==> src/hdl/pem_pkg.sv <==
// shared constants and types for the power and energy monitor
`default_nettype none

package pem_pkg;

  // serial multiplier: one multiplier bit per cycle
  localparam int MUL_W     = 24;
  localparam int PROD_W    = 2 * MUL_W;
  localparam int MUL_CNT_W = 5;
  localparam logic [MUL_CNT_W-1:0] MUL_LAST = MUL_CNT_W'(MUL_W - 1);

  // serial restoring divider: one quotient bit per cycle
  localparam int DVD_W     = 64;
  localparam int DVS_W     = 32;
  localparam int DIV_CNT_W = 7;

  // divisors: mW from mV*uA, uWh from mW*us, uAh from uA*us
  localparam logic [DVS_W-1:0] MW_DIV  = 32'd1000000;
  localparam logic [DVS_W-1:0] UWH_DIV = 32'd3600000;
  localparam logic [DVS_W-1:0] UAH_DIV = 32'd3600000000;

  // quotient bits that can be nonzero for each division
  localparam logic [DIV_CNT_W-1:0] MW_STEPS  = 7'd21;
  localparam logic [DIV_CNT_W-1:0] UWH_STEPS = 7'd43;
  localparam logic [DIV_CNT_W-1:0] UAH_STEPS = 7'd33;

  // energy output clamp to 42-bit signed
  localparam logic [42:0] E_MAG_LIMIT = 43'h200_0000_0000;
  localparam logic [41:0] E_POS_MAX   = 42'h1FF_FFFF_FFFF;
  localparam logic [41:0] E_NEG_MIN   = 42'h200_0000_0000;

  // status of a serial arithmetic unit
  typedef struct packed {
    logic busy;
    logic done;
  } unit_stat_t;

endpackage

`default_nettype wire

==> src/hdl/power_energy_monitor.sv <==
// power and energy monitor top level: sequencer, statistics and stream ports
// each sample passes through the serial units and reaches m_axis_tvalid when the output is free;
// a new sample is taken only after the last one has left the serial units, which run in sequence:
//   24-step multiply, 21-step divide for mW, 24-step multiply, 43-step divide for uWh
// the next sample is taken while a finished result waits on the output register
// reset: rst is synchronous, active high; it clears all statistics, the accumulators,
//   the contract voltage and the output valid
`default_nettype none

module power_energy_monitor import pem_pkg::*; (
  input  logic         clk,
  input  logic         rst,
  // elapsed_us[23:0], voltage_mv[40:24], current_ua[64:41], zero pad [71:65]
  input  logic         s_axis_tvalid,
  output logic         s_axis_tready,
  input  logic [71:0]  s_axis_tdata,
  // power_mw[20:0], min_voltage[37:21], max_voltage[54:38], min_current[78:55],
  // max_current[102:79], min_power[123:103], max_power[144:124],
  // energy_uwh[186:145], charge_uah[219:187], worst_deviation[236:220],
  // sample_count[268:237], zero pad [271:269]
  output logic         m_axis_tvalid,
  input  logic         m_axis_tready,
  output logic [271:0] m_axis_tdata,
  // contract voltage register write
  input  logic         cfg_we,
  input  logic [15:0]  cfg_wdata
);

  typedef enum logic [6:0] {
    S_IDLE = 7'b0000001,
    S_MULP = 7'b0000010,
    S_DIVP = 7'b0000100,
    S_MULE = 7'b0001000,
    S_EACC = 7'b0010000,
    S_DIVE = 7'b0100000,
    S_OUT  = 7'b1000000
  } state_t;

  state_t state, state_next;

  // input fields
  logic [23:0] dt_in;
  logic [16:0] mv_in;
  logic [23:0] ua_in;
  logic [16:0] mv_in_mag;
  logic [23:0] ua_in_mag;
  logic        accept;

  // latched sample and intermediate results
  logic [23:0]        dt;
  logic signed [16:0] mv;
  logic signed [23:0] ua;
  logic signed [20:0] mw;
  logic               pneg;
  logic               e_neg;
  logic               c_neg;

  // statistics state
  logic [15:0]        contract;
  logic signed [16:0] volt_low, volt_high;
  logic signed [23:0] amp_low, amp_high;
  logic signed [20:0] watt_low, watt_high;
  logic [63:0]        energy_acc, charge_acc;
  logic [16:0]        deviation_peak;
  logic [31:0]        samples_seen;

  // next values of the statistics
  logic               first;
  logic signed [16:0] volt_low_next, volt_high_next;
  logic signed [23:0] amp_low_next, amp_high_next;
  logic signed [20:0] watt_low_next, watt_high_next;
  logic [16:0]        peak_next;
  logic [31:0]        samples_next;
  logic [17:0]        dev;
  logic [17:0]        dev_abs;
  logic [41:0]        energy_val;
  logic [32:0]        charge_val;
  logic [42:0]        eq;
  logic [32:0]        cq;

  // serial unit connections
  logic               mula_start, mulb_start;
  logic [MUL_W-1:0]   mula_mcand, mula_mplier;
  unit_stat_t         mula_stat, mulb_stat;
  logic [PROD_W-1:0]  mula_prod, mulb_prod;
  logic               diva_start, divb_start;
  logic [DVS_W-1:0]   diva_rem, divb_rem;
  logic [DVD_W-1:0]   diva_dvd, divb_dvd;
  logic [DVS_W-1:0]   diva_dvs;
  logic [DIV_CNT_W-1:0] diva_steps;
  unit_stat_t         diva_stat, divb_stat;
  logic [DVD_W-1:0]   diva_q, divb_q;
  logic [63:0]        emag, cmag;
  logic [63:0]        eadd, cadd;
  logic [20:0]        pq;

  // input unpacking and magnitudes
  assign dt_in     = s_axis_tdata[23:0];
  assign mv_in     = s_axis_tdata[40:24];
  assign ua_in     = s_axis_tdata[64:41];
  assign mv_in_mag = mv_in[16] ? (~mv_in + 17'd1) : mv_in;
  assign ua_in_mag = ua_in[23] ? (~ua_in + 24'd1) : ua_in;

  assign s_axis_tready = (state == S_IDLE);
  assign accept        = s_axis_tvalid && s_axis_tready;

  // accumulator magnitudes and signed product terms
  assign emag = energy_acc[63] ? (~energy_acc + 64'd1) : energy_acc;
  assign cmag = charge_acc[63] ? (~charge_acc + 64'd1) : charge_acc;
  assign eadd = pneg ? (~{16'b0, mula_prod} + 64'd1) : {16'b0, mula_prod};
  assign cadd = ua[23] ? (~{16'b0, mulb_prod} + 64'd1) : {16'b0, mulb_prod};
  assign pq   = diva_q[20:0];

  // unit A multiplier: mV*uA first, then mW*us
  assign mula_start  = accept || ((state == S_DIVP) && diva_stat.done);
  assign mula_mcand  = (state == S_IDLE) ? {7'b0, mv_in_mag} : {3'b0, pq};
  assign mula_mplier = (state == S_IDLE) ? ua_in_mag : dt;

  // unit B multiplier: uA*us
  assign mulb_start = accept;

  // unit A divider: mW from the product, then uWh from the energy accumulator
  // the top dividend bits stand below the divisor, so they seed the remainder
  assign diva_start = ((state == S_MULP) && mula_stat.done) || (state == S_EACC);
  assign diva_rem   = (state == S_MULP) ? {13'b0, mula_prod[39:21]} : {11'b0, emag[63:43]};
  assign diva_dvd   = (state == S_MULP) ? {mula_prod[20:0], 43'b0} : {emag[42:0], 21'b0};
  assign diva_dvs   = (state == S_MULP) ? MW_DIV : UWH_DIV;
  assign diva_steps = (state == S_MULP) ? MW_STEPS : UWH_STEPS;

  // unit B divider: uAh from the charge accumulator
  assign divb_start = (state == S_DIVP) && diva_stat.done;
  assign divb_rem   = {1'b0, cmag[63:33]};
  assign divb_dvd   = {cmag[32:0], 31'b0};

  pem_mul u_mula (
    .clk    (clk),
    .rst    (rst),
    .start  (mula_start),
    .mcand  (mula_mcand),
    .mplier (mula_mplier),
    .stat   (mula_stat),
    .prod   (mula_prod)
  );

  pem_mul u_mulb (
    .clk    (clk),
    .rst    (rst),
    .start  (mulb_start),
    .mcand  (ua_in_mag),
    .mplier (dt_in),
    .stat   (mulb_stat),
    .prod   (mulb_prod)
  );

  pem_div u_diva (
    .clk      (clk),
    .rst      (rst),
    .start    (diva_start),
    .rem_init (diva_rem),
    .dividend (diva_dvd),
    .divisor  (diva_dvs),
    .steps    (diva_steps),
    .stat     (diva_stat),
    .quot     (diva_q)
  );

  pem_div u_divb (
    .clk      (clk),
    .rst      (rst),
    .start    (divb_start),
    .rem_init (divb_rem),
    .dividend (divb_dvd),
    .divisor  (UAH_DIV),
    .steps    (UAH_STEPS),
    .stat     (divb_stat),
    .quot     (divb_q)
  );

  // sequencer
  always_comb begin
    state_next = state;
    unique case (state)
      S_IDLE: if (accept) state_next = S_MULP;
      S_MULP: if (mula_stat.done) state_next = S_DIVP;
      S_DIVP: if (diva_stat.done) state_next = S_MULE;
      S_MULE: if (mula_stat.done) state_next = S_EACC;
      S_EACC: state_next = S_DIVE;
      S_DIVE: if (diva_stat.done) state_next = S_OUT;
      S_OUT:  if (!m_axis_tvalid || m_axis_tready) state_next = S_IDLE;
      default: state_next = S_IDLE;
    endcase
  end

  // min and max tracking, first sample loads all of them
  always_comb begin
    first          = (samples_seen == 32'd0);
    volt_low_next  = (first || (mv < volt_low))  ? mv : volt_low;
    volt_high_next = (first || (mv > volt_high)) ? mv : volt_high;
    amp_low_next   = (first || (ua < amp_low))   ? ua : amp_low;
    amp_high_next  = (first || (ua > amp_high))  ? ua : amp_high;
    watt_low_next  = (first || (mw < watt_low))  ? mw : watt_low;
    watt_high_next = (first || (mw > watt_high)) ? mw : watt_high;
    samples_next   = (samples_seen == 32'hFFFF_FFFF) ? samples_seen : samples_seen + 32'd1;
  end

  // deviation from the contract voltage
  always_comb begin
    dev     = {mv[16], mv} - {2'b00, contract};
    dev_abs = dev[17] ? (~dev + 18'd1) : dev;
    peak_next = deviation_peak;
    if ((contract != 16'd0) && (dev_abs[16:0] > deviation_peak)) begin
      peak_next = dev_abs[16:0];
    end
  end

  // signed quotients, energy clamped to its output range
  always_comb begin
    eq = diva_q[42:0];
    cq = divb_q[32:0];
    if (e_neg) begin
      energy_val = (eq > E_MAG_LIMIT) ? E_NEG_MIN : (~eq[41:0] + 42'd1);
    end else begin
      energy_val = (eq >= E_MAG_LIMIT) ? E_POS_MAX : eq[41:0];
    end
    charge_val = c_neg ? (~cq + 33'd1) : cq;
  end

  // control and statistics registers
  always_ff @(posedge clk) begin
    if (rst) begin
      state          <= S_IDLE;
      m_axis_tvalid  <= 1'b0;
      contract       <= '0;
      volt_low       <= '0;
      volt_high      <= '0;
      amp_low        <= '0;
      amp_high       <= '0;
      watt_low       <= '0;
      watt_high      <= '0;
      energy_acc     <= '0;
      charge_acc     <= '0;
      deviation_peak <= '0;
      samples_seen   <= '0;
    end else begin
      state <= state_next;
      if ((state == S_MULP) && mula_stat.done) begin
        charge_acc <= charge_acc + cadd;
      end
      if ((state == S_MULE) && mula_stat.done) begin
        energy_acc <= energy_acc + eadd;
      end
      if ((state == S_OUT) && (!m_axis_tvalid || m_axis_tready)) begin
        m_axis_tvalid  <= 1'b1;
        volt_low       <= volt_low_next;
        volt_high      <= volt_high_next;
        amp_low        <= amp_low_next;
        amp_high       <= amp_high_next;
        watt_low       <= watt_low_next;
        watt_high      <= watt_high_next;
        samples_seen   <= samples_next;
      end else if (m_axis_tready) begin
        m_axis_tvalid <= 1'b0;
      end
      // a contract write wins over the peak update
      if (cfg_we) begin
        contract       <= cfg_wdata;
        deviation_peak <= '0;
      end else if ((state == S_OUT) && (!m_axis_tvalid || m_axis_tready)) begin
        deviation_peak <= peak_next;
      end
    end
  end

  // sample, intermediate and output payload
  always_ff @(posedge clk) begin
    if (accept) begin
      dt   <= dt_in;
      mv   <= mv_in;
      ua   <= ua_in;
      pneg <= mv_in[16] ^ ua_in[23];
    end
    if ((state == S_DIVP) && diva_stat.done) begin
      mw    <= pneg ? (~pq + 21'd1) : pq;
      c_neg <= charge_acc[63];
    end
    if (state == S_EACC) begin
      e_neg <= energy_acc[63];
    end
    if ((state == S_OUT) && (!m_axis_tvalid || m_axis_tready)) begin
      m_axis_tdata <= {3'b0, samples_next, peak_next, charge_val, energy_val,
                       watt_high_next, watt_low_next, amp_high_next, amp_low_next,
                       volt_high_next, volt_low_next, mw};
    end
  end

`ifndef SYNTHESIS
  // an input transfer always starts the first multiply
  a_accept_start: assert property (@(posedge clk) disable iff (rst)
    accept |=> (state == S_MULP))
    else $error("input transfer did not start the sequence");

  // once a sample is in, every minimum stays at or below its maximum
  a_min_le_max: assert property (@(posedge clk) disable iff (rst)
    (samples_seen != 32'd0) |->
      ((volt_low <= volt_high) && (amp_low <= amp_high) && (watt_low <= watt_high)))
    else $error("minimum above maximum");

  // a contract write clears the worst deviation
  a_cfg_clear: assert property (@(posedge clk) disable iff (rst)
    cfg_we |=> (deviation_peak == 17'd0))
    else $error("worst deviation not cleared on contract write");

  // the charge division is finished before the energy division
  a_div_order: assert property (@(posedge clk) disable iff (rst)
    ((state == S_DIVE) && diva_stat.done) |-> !divb_stat.busy)
    else $error("charge quotient not ready at result time");

  // both multipliers finish together, so the charge term is ready with the power product
  a_mul_pair: assert property (@(posedge clk) disable iff (rst)
    ((state == S_MULP) && mula_stat.done) |-> mulb_stat.done)
    else $error("charge product not ready with power product");

  // a new result always carries a nonzero sample count
  a_count_out: assert property (@(posedge clk) disable iff (rst)
    $rose(m_axis_tvalid) |-> (samples_seen != 32'd0))
    else $error("result issued with zero sample count");
`endif

endmodule

`default_nettype wire

==> src/hdl/pem_mul.sv <==
// bit-serial unsigned shift-add multiplier
`default_nettype none

module pem_mul import pem_pkg::*; (
  input  logic              clk,
  input  logic              rst,
  input  logic              start,
  input  logic [MUL_W-1:0]  mcand,
  input  logic [MUL_W-1:0]  mplier,
  output unit_stat_t        stat,
  output logic [PROD_W-1:0] prod
);

  logic [MUL_W-1:0]     hi;
  logic [MUL_W-1:0]     lo;
  logic [MUL_W-1:0]     mc;
  logic [MUL_CNT_W-1:0] cnt;
  logic                 busy;
  logic                 done;
  logic [MUL_W:0]       sum;

  // add the multiplicand when the current multiplier bit is set
  assign sum = {1'b0, hi} + (lo[0] ? {1'b0, mc} : {(MUL_W + 1){1'b0}});

  // step control
  always_ff @(posedge clk) begin
    if (rst) begin
      busy <= 1'b0;
      done <= 1'b0;
      cnt  <= '0;
    end else begin
      done <= 1'b0;
      if (start) begin
        busy <= 1'b1;
        cnt  <= '0;
      end else if (busy) begin
        cnt <= cnt + 1'b1;
        if (cnt == MUL_LAST) begin
          busy <= 1'b0;
          done <= 1'b1;
        end
      end
    end
  end

  // partial product shifts right one bit per step
  always_ff @(posedge clk) begin
    if (start) begin
      hi <= '0;
      lo <= mplier;
      mc <= mcand;
    end else if (busy) begin
      hi <= sum[MUL_W:1];
      lo <= {sum[0], lo[MUL_W-1:1]};
    end
  end

  assign stat.busy = busy;
  assign stat.done = done;
  assign prod      = {hi, lo};

endmodule

`default_nettype wire

==> src/hdl/pem_div.sv <==
// bit-serial restoring divider by a constant divisor
`default_nettype none

module pem_div import pem_pkg::*; (
  input  logic                 clk,
  input  logic                 rst,
  input  logic                 start,
  input  logic [DVS_W-1:0]     rem_init,
  input  logic [DVD_W-1:0]     dividend,
  input  logic [DVS_W-1:0]     divisor,
  input  logic [DIV_CNT_W-1:0] steps,
  output unit_stat_t           stat,
  output logic [DVD_W-1:0]     quot
);

  logic [DVS_W-1:0]     rem;
  logic [DVD_W-1:0]     sh;
  logic [DVS_W-1:0]     dv;
  logic [DIV_CNT_W-1:0] last;
  logic [DIV_CNT_W-1:0] cnt;
  logic                 busy;
  logic                 done;
  logic [DVS_W:0]       trial;
  logic [DVS_W:0]       diff;
  logic                 ge;

  // bring down the next dividend bit and try the subtraction
  assign trial = {rem, sh[DVD_W-1]};
  assign diff  = trial - {1'b0, dv};
  assign ge    = (trial >= {1'b0, dv});

  // step control
  always_ff @(posedge clk) begin
    if (rst) begin
      busy <= 1'b0;
      done <= 1'b0;
      cnt  <= '0;
    end else begin
      done <= 1'b0;
      if (start) begin
        busy <= 1'b1;
        cnt  <= '0;
      end else if (busy) begin
        cnt <= cnt + 1'b1;
        if (cnt == last) begin
          busy <= 1'b0;
          done <= 1'b1;
        end
      end
    end
  end

  // dividend shifts out at the top, quotient bits enter at the bottom
  always_ff @(posedge clk) begin
    if (start) begin
      rem  <= rem_init;
      sh   <= dividend;
      dv   <= divisor;
      last <= steps - 1'b1;
    end else if (busy) begin
      rem <= ge ? diff[DVS_W-1:0] : trial[DVS_W-1:0];
      sh  <= {sh[DVD_W-2:0], ge};
    end
  end

  assign stat.busy = busy;
  assign stat.done = done;
  assign quot      = sh;

endmodule

`default_nettype wire

==> config.mk <==
export PLATFORM = sky130hd
export DESIGN_NAME = power_energy_monitor
export DESIGN_NICKNAME = d
export VERILOG_FILES = /design/src/hdl/pem_pkg.sv /design/src/hdl/power_energy_monitor.sv /design/src/hdl/pem_mul.sv /design/src/hdl/pem_div.sv
export SDC_FILE = /design/constraint.sdc
export NUM_CORES = 2
export LEC_CHECK = 0
export BUFFER_PORTS_ARGS = -buffer_cell sky130_fd_sc_hd__buf_2
export CAP_MARGIN = 20
export CORE_MARGIN = 5
export CORE_UTILIZATION = 30
export CTS_CLUSTER_SIZE = 28
export DETAILED_ROUTE_END_ITERATION = 10
export PLACE_DENSITY_LB_ADDON = 0.1
export SLEW_MARGIN = 15
export SYNTH_ARGS = -nofsm -noshare
export SYNTH_HDL_FRONTEND = slang
export SYNTH_SLANG_ARGS = --single-unit
==> constraint.sdc <==
create_clock -name clk -period 16.4 [get_ports clk]
set_input_delay 1.64 -clock clk [delete_from_list [all_inputs] [get_ports clk]]
set_output_delay 1.64 -clock clk [all_outputs]
set_load 0.005 [all_outputs]
Word level (Yosys, flattened, before mapping) --
Cells that the tools add are included.
Operators by class: add/sub/neg operators 23, order comparisons 11, equality and inequality tests 18, muxes and demuxes 65, bitwise gates (word level) 13, reductions and logical operators 31
Operators with widths (count):
- $mux 64 | 9
- $add 64x1->64 const B | 4
- $mux 24 | 10
- $mux 32 | 5
- $add 64x64->64 | 2
- $not 48->64 | 2
- $not 64->64 | 2
- $mux 42 | 3
- $mux 17 | 6
- $mux 21 | 4
- $mux 31 | 2
- $add 24x25->25 | 2
- $pmux 7 s7 | 1
- $ge 43x42->1 const B | 1
- $gt 43x42->1 const B | 1
- $add 42x1->42 const B | 1
- $mux 7 | 6
- $not 42->42 | 1
- $add 17x1->17 const B | 2
- $gt 17x17->1 | 2
- $not 17->17 | 2
- $add 33x1->33 const B | 1
- $ge 33x32->1 | 1
- $ge 33x32->1 const B | 1
- other kinds (43) | 90
Storage, ports and cells: register bits after elaboration 1088, bits of input ports 93, output and inout port bits 274, logic and storage cells 207

Longest topological paths before layout --
depth after elaboration 7, gate-level depth with buffers 26, mapped depth without buffers 25

By module --
Synthesis repeated with hierarchy kept, for this count alone.
Unflattened totals: cells, all modules 7423, area, all modules 70734.1 sq um
Modules (own cells, without submodules):
- power_energy_monitor | instances 1, cells an instance 5323, area an instance 46143.0 sq um, sequential area each 17256.6 sq um
- pem_div | instances 2, cells an instance 652, area an instance 7966.4 sq um, sequential area each 4234.1 sq um
- pem_mul | instances 2, cells an instance 398, area an instance 4329.2 sq um, sequential area each 2062.0 sq um

Worst setup path after synthesis --
No wires, ideal clock.
path type input to register, start input port m_axis_tready, end register m_axis_tdata[0], enable pin, library setup time 0.738 ns, arrival 9.577 ns, required time 15.662 ns, slack 6.084 ns, stages 5, path buffers 2, cells stage by stage nand2b_1 -> nand2b_1 -> clkbuf_1 -> clkinv_1 -> clkbuf_1
Between the ends: longest elaborated chain between the ends 2
RTL lines:
- from (decl) | line power_energy_monitor.sv:22 | input logic m_axis_tready,
- $logic_or 1x1->1 | line power_energy_monitor.sv:289 | if ((state == S_OUT) && (!m_axis_tvalid || m_axis_tready)) begin
- $logic_and 1x1->1 | line power_energy_monitor.sv:289
- to (signal assigned) | line power_energy_monitor.sv:290 | m_axis_tdata <= {3'b0, samples_next, peak_next, charge_val, energy_val,
- to (decl) | line power_energy_monitor.sv:23 | output logic [271:0] m_axis_tdata,
Every way passes these cells. A chain may end at the register's enable or synchronous reset.

Worst setup path after layout --
start register u_mulb.lo[16], end register charge_acc[63]
Between the ends: longest elaborated chain between the ends 4
RTL lines:
- from (decl) | line pem_mul.sv:15 | logic [MUL_W-1:0] lo;
- from (signal assigned) | line pem_mul.sv:50 | lo <= mplier;
- from (signal assigned) | line pem_mul.sv:54 | lo <= {sum[0], lo[MUL_W-1:1]};
- $not 48->64 | line power_energy_monitor.sv:111 | assign cadd = ua[23] ? (~{16'b0, mulb_prod} + 64'd1) : {16'b0, mulb_prod};
- $add 64x1->64 | line power_energy_monitor.sv:111
- $mux 64 (*) | line power_energy_monitor.sv:111
- $add 64x64->64 (*) | line power_energy_monitor.sv:247 | charge_acc <= charge_acc + cadd;
- to (signal assigned) | line power_energy_monitor.sv:247
- to (decl) | line power_energy_monitor.sv:63 | logic [63:0] energy_acc, charge_acc;
Every way passes the cells marked *; elsewhere a longest branch is shown, timed or not.

==> results_dict.tcl <==
set metrics [dict create \
    via_count 48880 \
    synth_cell_type_count 81 \
    place_area_sq_um 66600 \
    start_kind "flip-flop" \
    finalClockSkew_ps 48.2 \
    postCtsSetupRepairBufs 0 \
    tritoncts "done" \
    cp_data_arrival_time_ps 7810 \
    firstDrtPassIters 7 \
    peakVddDrop_mv 0.103 \
    hold_depth 2 \
    cts-hold-fix-buffers 0 \
    path_clk_slew_ps 60 \
    synth-async-reset-ratio_pct 0 \
    ys_top_cells_by_count "nand2_1, edfxtp_1, nor2_1" \
    relSlewSlack_pct 28.2 \
    worst_pin_slew_ps 1080 \
    synth.top_cell.area_share_pct 29.6 \
    min_period_over_period_pct 43.5 \
    cts_resized 0 \
    max_freq_ghz 0.140 \
    period_needed_ps 7140 \
    holdCritPathClass "reg2reg" \
    drt_iter0_markers 3018 \
    setup_tns_ps 0 \
    power_per_cell_area_nw_per_um2 100 \
    yosysSeqAreaShare_pct 43.6 \
    final_antenna_net_count 0 \
    syn_area_per_cell_sq_um 9.30 \
    yosys_most_used_dff "edfxtp_1" \
    nets 7334 \
    grt_pass1_wl_um 292000 \
    synthesis.area_sq_um 62100 \
    cts_buffers 135 \
    drc 0 \
    synth-edff-count 612 \
    rsz0062_at_grt "no" \
    drv_cap 0 \
    synthTopCellsByArea "edfxtp_1, dfxtp_1, ha_1" \
    required_ps 17070 \
    postRouteWirelength_um 193000 \
    drive_gt1_share_pct 11.5 \
    hold_viol 0 \
    initial_utilization_pct 30.1 \
    gp_congestion 0.826 \
    dieArea_sq_um 216000 \
    place_hpwl_um 140000 \
    power_leakage_nw 27.1 \
    worst_setup_path_end_kind "flip-flop" \
    grt_overflow 0 \
    h-tree-depth 4 \
    routedWlPerCell_um 19.9 \
    ys_ff_latch 1047 \
    yosysTopAreaCell "edfxtp_1" \
    num_rows 167 \
    die_y_um 465 \
    clock_latency_ps 800 \
    post_drt_via_cell_ratio 5.03 \
    final_cell_area_sq_um 71000 \
    core_sq_um 206000 \
    nFillCells 21361 \
    hold_ws_ps 472 \
    root_buffer "clkbuf_16" \
    status "finished, final reports clean" \
    synthMostInstantiatedCell "nand2_1" \
    yosys_warnings 0 \
    r2r_cells 18 \
    maxSlewViolCount 0 \
    grt_pass1_vias 47058 \
    cts_sinks 1047 \
    crit_type "reg2reg" \
    setup_viol 0 \
    portBuffers 356 \
    syn_to_final_growth_pct 14.3 \
    grt_max_degree 90 \
    clk_path_buf_depth 3 \
    die_width_um 465 \
    cp_max_fo 12 \
    track_usage_pct 17.2 \
    antenna_found_initial 26 \
    pin_count 367 \
    synth_cells 6672 \
]
## placed cells by master (no fill, tap or decap), types with 59 or more instances in the layout
cell type	synthesis	final
a21o_1	159	159
a21oi_1	461	459
and2_1	61	59
buf_2	2	355
clkbuf_16	0	138
dfxtp_1	435	432
edfxtp_1	612	612
ha_1	353	353
inv_1	261	258
mux2_2	88	88
mux2i_1	193	193
nand2_1	821	819
nand3_1	158	156
nand4_1	73	73
nor2_1	509	502
nor3_1	107	107
o21a_1	67	67
o21ai_0	492	491
o31ai_1	96	96
or3_1	89	88
xnor2_1	343	343
xor2_1	249	249
## cell families after synthesis
group | Yosys count | share of synthesized area, %
XOR/XNOR | 592 | 8.35
buffers and inverters | 610 | 3.71
flip-flops | 1047 | 43.6
AO/OA/AOI/OAI | 1605 | 15.8
multiplexers | 281 | 4.71
AND/OR/NAND/NOR | 2177 | 16.5
other | 1 | 0.00604
adder cells (fa/ha/maj) | 359 | 7.31
## stage by stage
| step | cells | utilization [%] | total power, mW | setup slack [ps] |
|---|---|---|---|---|
| floorplan | 6674 | - | 3.87 | 6080 |
| global placement | 9445 | 32.2 | 4.22 | 9120 |
| detailed placement | 9447 | 32.2 | 4.22 | 9310 |
| CTS | 9697 | 34.4 | 7.22 | 9290 |
| global route | 9701 | 34.4 | 7.46 | 8890 |
| finish | 9710 | 34.4 | 7.11 | 9260 |
## worst paths after layout
path | start | endpoint | slack [ps]
worst max-delay path | u_mulb.lo[16]$_DFFE_PP_ | charge_acc[63]$_SDFFE_PP0P_ | 9260
worst min-delay path | watt_high[16]$_SDFFE_PP0P_ | watt_high[16]$_SDFFE_PP0P_ | 470
worst max register to register | u_mulb.lo[16]$_DFFE_PP_ | charge_acc[63]$_SDFFE_PP0P_ | 9260
worst min register to register | watt_high[16]$_SDFFE_PP0P_ | watt_high[16]$_SDFFE_PP0P_ | 470
## sequential cells by signal, indices dropped and copies added, names as in the netlist, 32 cells and up
signal	cells
charge_acc	64
energy_acc	64
u_divb.rem	32
u_divb.quot	64
u_diva.rem	32
u_diva.quot	64
samples_seen	32
m_axis_tdata	269
## power by group
group          internal, mW  leakage [nW]  switching [mW]  total (mW)
sequential             2.88          8.77           0.145        3.03
combinational         0.448          16.2           0.690        1.14
clock                  1.70          2.13            1.24        2.94
## routing by layer
layer	vias up	wire length (um)	track usage (%)
li1	24473	-	-
met1	23213	92900	24.2
met2	943	86900	27.5
met3	233	8930	2.88
met4	18	4120	4.18
met5	-	116	0
## critical path: stages (launching register included)
cell	delay [ps]
edfxtp_1	470
or4_1	570
or4_1	440
or4b_1	530
or3_1	440
or3_1	390
or2_2	310
or3_1	580
nand2_1	170
xnor2_1	70
ha_1	410
nand2_1	90
or4_1	560
or2_2	290
o21ba_2	240
o21ai_0	420
a41oi_1	330
a211oi_1	330
mux2_2	360
## cell type report
class / instances / area [sq um] / area share [%]
tap: 2704 / 3380 / 4.77
antenna: 11 / 27.5 / 0.0388
clock buffer: 181 / 3710 / 5.23
inverter: 263 / 997 / 1.40
multi-input combinational: 5017 / 32800 / 46.3
timing repair buffer: 418 / 2290 / 3.22
clock inverter: 69 / 649 / 0.915
sequential: 1047 / 27100 / 38.2
No activity file was read; power rests on OpenSTA's default activity.
